===== config.mk =====
export PLATFORM = sky130hd
export DESIGN_NAME = int_to_ascii_formatter
export DESIGN_NICKNAME = d
export VERILOG_FILES = /design/src/rtl/core/i2a_pkg.sv /design/src/rtl/core/int_to_ascii_formatter.sv
export SDC_FILE = /design/constraint.sdc
export NUM_CORES = 1
export LEC_CHECK = 0
export ABC_CLOCK_PERIOD_IN_PS = 6690
export BUFFER_PORTS_ARGS = -buffer_cell sky130_fd_sc_hd__buf_2
export CORE_UTILIZATION = 45
export DETAILED_ROUTE_END_ITERATION = 8
export RECOVER_POWER = 25
export SLEW_MARGIN = 15
export SYNTH_ARGS = -nofsm -noshare
export SYNTH_HDL_FRONTEND = slang
export SYNTH_SLANG_ARGS = --single-unit

===== constraint.sdc =====
create_clock -name i_clk -period 6.69 [get_ports i_clk]
set_input_delay 1.338 -clock i_clk [delete_from_list [all_inputs] [get_ports i_clk]]
set_output_delay 1.338 -clock i_clk [all_outputs]
set_load 0.005 [all_outputs]

===== src/rtl/core/i2a_pkg.sv =====
`timescale 1ns / 1ps
`default_nettype none

package i2a_pkg;

    // opcodes carried on tuser
    localparam logic [1:0] OP_HEX  = 2'd0;
    localparam logic [1:0] OP_UDEC = 2'd1;
    localparam logic [1:0] OP_SDEC = 2'd2;

    localparam int DEF_MAX_FIELD_WIDTH = 31;

    // ten BCD digits cover any 32-bit magnitude
    localparam int NUM_DEC_DIGITS = 10;
    localparam int NUM_HEX_DIGITS = 8;
    localparam int BCD_W          = 4 * NUM_DEC_DIGITS;
    localparam int VALUE_W        = 32;

    localparam logic [7:0] ASCII_ZERO  = 8'h30;
    localparam logic [7:0] ASCII_NINE  = 8'h39;
    localparam logic [7:0] ASCII_SPACE = 8'h20;
    localparam logic [7:0] ASCII_MINUS = 8'h2D;
    localparam logic [7:0] ASCII_A_LC  = 8'h61;
    localparam logic [7:0] ASCII_F_LC  = 8'h66;
    localparam logic [7:0] ASCII_HEX_BASE = ASCII_A_LC - 8'd10;

    // add-3 on every digit of five or more, ahead of the shift
    function automatic logic [BCD_W-1:0] bcd_adjust(input logic [BCD_W-1:0] b);
        logic [BCD_W-1:0] r;
        r = b;
        for (int k = 0; k < NUM_DEC_DIGITS; k++) begin
            if (b[4*k +: 4] >= 4'd5) begin
                r[4*k +: 4] = b[4*k +: 4] + 4'd3;
            end
        end
        return r;
    endfunction

    function automatic logic [7:0] nib_to_ascii(input logic [3:0] nib);
        if (nib < 4'd10) begin
            return ASCII_ZERO + {4'd0, nib};
        end
        return ASCII_HEX_BASE + {4'd0, nib};
    endfunction

endpackage

`default_nettype wire


===== src/rtl/core/int_to_ascii_formatter.sv =====
`timescale 1ns / 1ps
`default_nettype none

// Integer to ASCII formatter.
// Input stream: one beat per number. s_axis_tuser[1:0] is the opcode
// (hex lower case, unsigned decimal, signed decimal; the spare code acts
// as unsigned decimal). s_axis_tdata holds value, field width and zero fill.
// Output stream: one beat per character, tlast on the final digit, and on
// that beat tdata[12:8] carries padding plus digits (minus excluded).
// Flow per number: decimal values go through a bit-serial double-dabble
// converter, one bit per cycle; hex values skip it. An align pass then
// shifts leading zero digits out, one digit per cycle, which also yields
// the digit count. Characters then leave at one per cycle while the
// receiver is ready: minus, padding, digits.
// One number is in flight at a time; s_axis_tready is high only in idle.
// A stalled receiver simply holds the output register and the emit
// sequence waits; nothing is dropped.
// Reset (synchronous, active low) returns to idle with the output empty.
module int_to_ascii_formatter
    import i2a_pkg::*;
#(
    parameter int MAX_FIELD_WIDTH = DEF_MAX_FIELD_WIDTH
) (
    input  wire logic        i_clk,
    input  wire logic        i_rst_n,
    input  wire logic        s_axis_tvalid,
    output logic             s_axis_tready,
    input  wire logic [39:0] s_axis_tdata,   // value[31:0], field_width[36:32], zero_fill[37]
    input  wire logic [1:0]  s_axis_tuser,   // opcode[1:0]
    output logic             m_axis_tvalid,
    input  wire logic        m_axis_tready,
    output logic [15:0]      m_axis_tdata,   // character[7:0], char_count[12:8]
    output logic             m_axis_tlast
);

    localparam int PAD_W = $clog2(MAX_FIELD_WIDTH + 1);

    localparam logic [2:0] ST_IDLE  = 3'd0;
    localparam logic [2:0] ST_CONV  = 3'd1;
    localparam logic [2:0] ST_ALIGN = 3'd2;
    localparam logic [2:0] ST_SIGN  = 3'd3;
    localparam logic [2:0] ST_PAD   = 3'd4;
    localparam logic [2:0] ST_DIGS  = 3'd5;

    logic [2:0]         r_state;
    logic [VALUE_W-1:0] r_bin;       // binary shifted out MSB first
    logic [BCD_W-1:0]   r_bcd;       // digit shift register, MSD at top
    logic [4:0]         r_bitcnt;
    logic [3:0]         r_ndig;      // digits left in the window
    logic [PAD_W-1:0]   r_width;
    logic [PAD_W-1:0]   r_pad;
    logic [4:0]         r_total;
    logic               r_zfill;
    logic               r_neg;

    logic               r_ovalid;
    logic [7:0]         r_char;
    logic               r_last;
    logic [4:0]         r_cnt;

    logic               s_in_acc;
    logic               s_slot;
    logic               s_emit;
    logic [VALUE_W-1:0] s_in_value;
    logic [4:0]         s_in_width;
    logic [1:0]         s_in_op;
    logic               s_in_neg;
    logic [3:0]         s_top;
    logic [BCD_W-1:0]   s_bcd_adj;
    logic [6:0]         s_w_ext;
    logic [6:0]         s_d_ext;
    logic [6:0]         s_total;

    assign s_in_value = s_axis_tdata[31:0];
    assign s_in_width = s_axis_tdata[36:32];
    assign s_in_op    = s_axis_tuser;
    assign s_in_neg   = (s_in_op == OP_SDEC) && s_in_value[VALUE_W-1];

    assign s_axis_tready = (r_state == ST_IDLE);
    assign s_in_acc      = s_axis_tvalid && s_axis_tready;
    assign s_slot        = !r_ovalid || m_axis_tready;   // output register free this cycle
    // a character is loaded this cycle
    assign s_emit        = s_slot && ((r_state == ST_SIGN) || (r_state == ST_PAD)
                                      || (r_state == ST_DIGS));
    assign s_top         = r_bcd[BCD_W-1 -: 4];
    assign s_bcd_adj     = bcd_adjust(r_bcd);

    assign s_w_ext = 7'(r_width);
    assign s_d_ext = 7'(r_ndig);
    assign s_total = (s_w_ext > s_d_ext) ? s_w_ext : s_d_ext;

    always_ff @(posedge i_clk) begin
        if (!i_rst_n) begin
            r_state  <= ST_IDLE;
            r_ovalid <= 1'b0;
        end else begin
            if (s_emit) begin
                r_ovalid <= 1'b1;
            end else if (r_ovalid && m_axis_tready) begin
                r_ovalid <= 1'b0;
            end

            unique case (r_state)
                ST_IDLE: begin
                    if (s_in_acc) begin
                        r_zfill <= s_axis_tdata[37];
                        r_neg   <= s_in_neg;
                        if (int'(s_in_width) > MAX_FIELD_WIDTH) begin
                            r_width <= PAD_W'(MAX_FIELD_WIDTH);
                        end else begin
                            r_width <= PAD_W'(s_in_width);
                        end
                        if (s_in_op == OP_HEX) begin
                            r_bcd   <= {s_in_value, 8'd0};
                            r_ndig  <= 4'(NUM_HEX_DIGITS);
                            r_state <= ST_ALIGN;
                        end else begin
                            r_bin    <= s_in_neg ? (VALUE_W'(0) - s_in_value) : s_in_value;
                            r_bcd    <= '0;
                            r_bitcnt <= '0;
                            r_state  <= ST_CONV;
                        end
                    end
                end

                ST_CONV: begin
                    // double dabble: one binary bit enters per cycle
                    r_bcd    <= {s_bcd_adj[BCD_W-2:0], r_bin[VALUE_W-1]};
                    r_bin    <= {r_bin[VALUE_W-2:0], 1'b0};
                    r_bitcnt <= r_bitcnt + 5'd1;
                    if (r_bitcnt == 5'(VALUE_W - 1)) begin
                        r_ndig  <= 4'(NUM_DEC_DIGITS);
                        r_state <= ST_ALIGN;
                    end
                end

                ST_ALIGN: begin
                    // drop leading zero digits, keep at least one
                    if (s_top == 4'd0 && r_ndig > 4'd1) begin
                        r_bcd  <= {r_bcd[BCD_W-5:0], 4'd0};
                        r_ndig <= r_ndig - 4'd1;
                    end else begin
                        r_pad   <= (s_w_ext > s_d_ext) ? PAD_W'(s_w_ext - s_d_ext) : '0;
                        r_total <= s_total[4:0];
                        if (r_neg) begin
                            r_state <= ST_SIGN;
                        end else if (s_w_ext > s_d_ext) begin
                            r_state <= ST_PAD;
                        end else begin
                            r_state <= ST_DIGS;
                        end
                    end
                end

                ST_SIGN: begin
                    if (s_slot) begin
                        r_char   <= ASCII_MINUS;
                        r_last   <= 1'b0;
                        r_cnt    <= '0;
                        r_state  <= (r_pad != '0) ? ST_PAD : ST_DIGS;
                    end
                end

                ST_PAD: begin
                    if (s_slot) begin
                        r_char   <= r_zfill ? ASCII_ZERO : ASCII_SPACE;
                        r_last   <= 1'b0;
                        r_cnt    <= '0;
                        r_pad    <= r_pad - PAD_W'(1);
                        if (r_pad == PAD_W'(1)) begin
                            r_state <= ST_DIGS;
                        end
                    end
                end

                ST_DIGS: begin
                    if (s_slot) begin
                        r_char   <= nib_to_ascii(s_top);
                        r_bcd    <= {r_bcd[BCD_W-5:0], 4'd0};
                        r_ndig   <= r_ndig - 4'd1;
                        if (r_ndig == 4'd1) begin
                            r_last  <= 1'b1;
                            r_cnt   <= r_total;
                            r_state <= ST_IDLE;
                        end else begin
                            r_last <= 1'b0;
                            r_cnt  <= '0;
                        end
                    end
                end

                default: begin
                    r_state <= ST_IDLE;
                end
            endcase
        end
    end

    assign m_axis_tvalid = r_ovalid;
    assign m_axis_tdata  = {3'd0, r_cnt, r_char};
    assign m_axis_tlast  = r_last;

endmodule

`default_nettype wire


==> flow_metrics.py <==
metrics = {
    "run_status": {
        "status": "complete, but fails checks",
        "violations": "max-capacitance violations, max-slew violations",
    },
    "timing": {
        "max-slew-margin-rel": -0.815,
        "clock_skew_ns": 0.00714,
        "fmax_mhz": 257,
        "finalHoldViolCount": 0,
        "tns_ns": 0,
        "slew_violations": 146,
        "setup_viol": 0,
        "period_share": 0.581,
        "holdWs_ns": 0.519,
        "min_period_ns": 3.89,
        "worst_pin_slew_ns": 2.72,
        "rsz0062_at_grt": "false",
    },
    "clock_network": {
        "hold_buffers": 0,
        "cts_setup_buffers": 0,
        "clkLatencyLatePin_ns": 0.42,
        "path_clk_slew_ns": 0.05,
        "cts_buffers": 17,
        "clockRootBuffer": "clkbuf_16",
        "cts_buffer_depth": 2,
        "ctsResizeCount": 0,
        "cts_tree": "done",
        "cts_sinks": 115,
        "htreeDepth": 4,
    },
    "route": {
        "via_per_inst": 5.75,
        "finalWirelength_mm": 16.0,
        "dr.pass1.iters": 5,
        "vias": 5425,
        "wl_per_cell_um": 17.0,
        "drtIter0Drc": 341,
        "drt.antenna.violating_nets": 0,
        "route.detailed.drc": 0,
    },
    "floorplan": {
        "core_mm2": 0.0151,
        "start_util": 0.461,
        "pin_count": 65,
        "die_width_um": 127,
        "die_y_um": 127,
        "die_area_mm2": 0.0160,
        "rows": 45,
    },
    "layout": {
        "final_util": 0.531,
        "mostFrequentLayoutCells": "edfxtp_1, o21ai_0, a21oi_1",
        "fin_nets": 821,
        "fill_cells": 1333,
        "design_area_mm2": 0.00804,
        "drive_above_1_share": 0.135,
        "final_common_cell": "edfxtp_1",
        "syn2layout_area_growth_pct": 15.1,
    },
    "global_route": {
        "grt_max_degree": 66,
        "grt_usage": 0.212,
        "grt_overflow": 0,
        "grt_pass1_vias": 5294,
        "antenna_found_initial": 1,
        "grt_pass1_wl_mm": 26.3,
    },
    "power_and_ir_drop": {
        "combPwrFrac": 0.316,
        "power_switching_uw": 1110,
        "swShare": 0.344,
        "seq_power_share": 0.396,
        "pwr-share-clk": 0.288,
        "power.total_uw": 3220,
        "cellInternalPower_uw": 2110,
        "leakagePower_uw": 0.00287,
        "ir_worst_vdd_uv": 207,
        "powerDensity_mw_per_mm2": 401,
    },
    "setup_path": {
        "crit_fanout": 65,
        "worstSetupEndpointType": "flop",
        "worstPathArrival_ns": 3.93,
        "path_class": "reg2reg",
        "startpoint_type": "flop",
        "required_ns": 6.73,
    },
    "placement": {
        "place_area_mm2": 0.00746,
        "gp_congestion": 0.852,
        "place_hpwl_mm": 11.2,
        "io_buffers": 58,
    },
    "synth": {
        "synth_edf_count": 111,
        "synth.avg_cell_area_um2": 10.1,
        "yosys_warnings": 0,
        "synth_area_mm2": 0.00698,
        "synthCells": 688,
        "ys_seq_area_frac": 0.489,
        "synth.distinct_cells": 57,
        "async_reset_ff_frac": 0,
        "ys.flop_type": "edfxtp_1",
        "ys_ff_latch": 115,
    },
    "min_path": {
        "hold_class": "reg2reg",
    },
    "run": {
        "drv_cap": 3,
    },
}
==> worst paths after layout <==
kind	slack (ns)	endpoint	from	cells after the start
setup reg to reg	2.80	r_bcd[4]$_DFFE_PP_	r_state[2]$_SDFFE_PN0P_	6
hold reg to reg	0.52	r_cnt[3]$_SDFFCE_PN0P_	r_total[3]$_DFFE_PP_	1
setup / recovery	2.80	r_bcd[4]$_DFFE_PP_	r_state[2]$_SDFFE_PN0P_	6
hold / removal	0.52	r_cnt[3]$_SDFFCE_PN0P_	r_total[3]$_DFFE_PP_	1
==> per-layer routing <==
metal	track usage	routed length [um]
met1	0.257	6840
met2	0.363	8050
met3	0.0443	884
met4	0.0978	258
met5	0	0
==> sequential cells by signal (all words and copies together), names as in the netlist, 3 cells and up <==
name and count:
r_bcd 40, r_bin 32, r_char 7, r_bitcnt 5, r_cnt 5, r_pad 5
r_total 5, r_width 5, r_ndig 4, r_state 3
==> synthesized netlist by cell type, types with 2 or more instances <==
cell       count  area share
edfxtp_1     111        0.48
o21ai_0       75       0.054
a21oi_1       60       0.043
nand2_1       51       0.027
nor2_1        50       0.027
inv_1         35       0.019
a22oi_1       34       0.037
ha_1          32       0.057
xnor2_1       25       0.031
xor2_1        23       0.029
clkbuf_1      22       0.012
nand2b_1      20       0.018
nor3b_1       18       0.019
o31ai_1       10       0.011
nor3_1         9      0.0065
and2_1         7      0.0063
nand3_1        7      0.0050
o21ai_1        7      0.0050
and3_1         6      0.0054
nor2b_1        6      0.0054
buf_2          5      0.0036
nand4_1        5      0.0045
nor4_1         5      0.0045
a31oi_1        4      0.0036
buf_4          4      0.0043
dfxtp_1        4       0.011
o41ai_2        4      0.0093
a211oi_1       3      0.0032
mux2_2         3      0.0048
nand3b_1       3      0.0032
nor4_4         3      0.0091
o22ai_1        3      0.0027
o41ai_1        3      0.0038
a22o_1         2      0.0025
buf_1          2      0.0011
conb_1         2      0.0011
nand3_2        2      0.0029
o2111ai_1      2      0.0025
or2_2          2      0.0018
or3_1          2      0.0018
==> stage by stage <==
step | setup slack [ns] | instances
final | 2.80 | 943
after global routing | 2.40 | 943
after CTS | 3.59 | 942
after detailed placement | 3.15 | 911
after global placement | 3.15 | 911
after floorplan | 1.85 | 691
==> cell type report <==
class	count	area, um^2	share of cell area
Clock inverter	14	169	0.0210
Inverter	35	131	0.0163
Tap cell	188	235	0.0293
Sequential cell	115	3410	0.425
Antenna cell	1	2.50	0.000311
Clock buffer	17	425	0.0529
Timing Repair Buffer	65	323	0.0402
Multi-Input combinational cell	508	3340	0.415
==> worst max-delay path: stages (launching register included) <==
cell and delay, ns:
dfxtp_1 0.59, inv_1 0.25, nand2_1 0.18, clkbuf_1 1.94, nor3b_1 0.12, o21ai_0 0.26
o31ai_1 0.14
==> power groups by stage <==
stage	registers [uW]	clock network (uW)	logic (uW)
finish	1280	926	1020
global route	1310	972	1160
CTS	1270	941	1030
detailed placement	1280	0	1020
global placement	1270	0	984
floorplan	1230	0	786
==> logic make-up (layout without fill, tap and decap cells) <==
logic type / Yosys count / after routing / share of synthesized area
AO/OA/AOI/OAI: 218 / 218 / 0.191
flip-flops: 115 / 115 / 0.489
multiplexers: 4 / 4 / 0.00627
other: 2 / 6 / 0.00108
buffers and inverters: 68 / 131 / 0.0396
XOR/XNOR: 48 / 48 / 0.0602
adder cells (fa/ha/maj): 33 / 33 / 0.0602
AND/OR/NAND/NOR: 200 / 200 / 0.153
No activity file was read; power rests on OpenSTA's default activity.
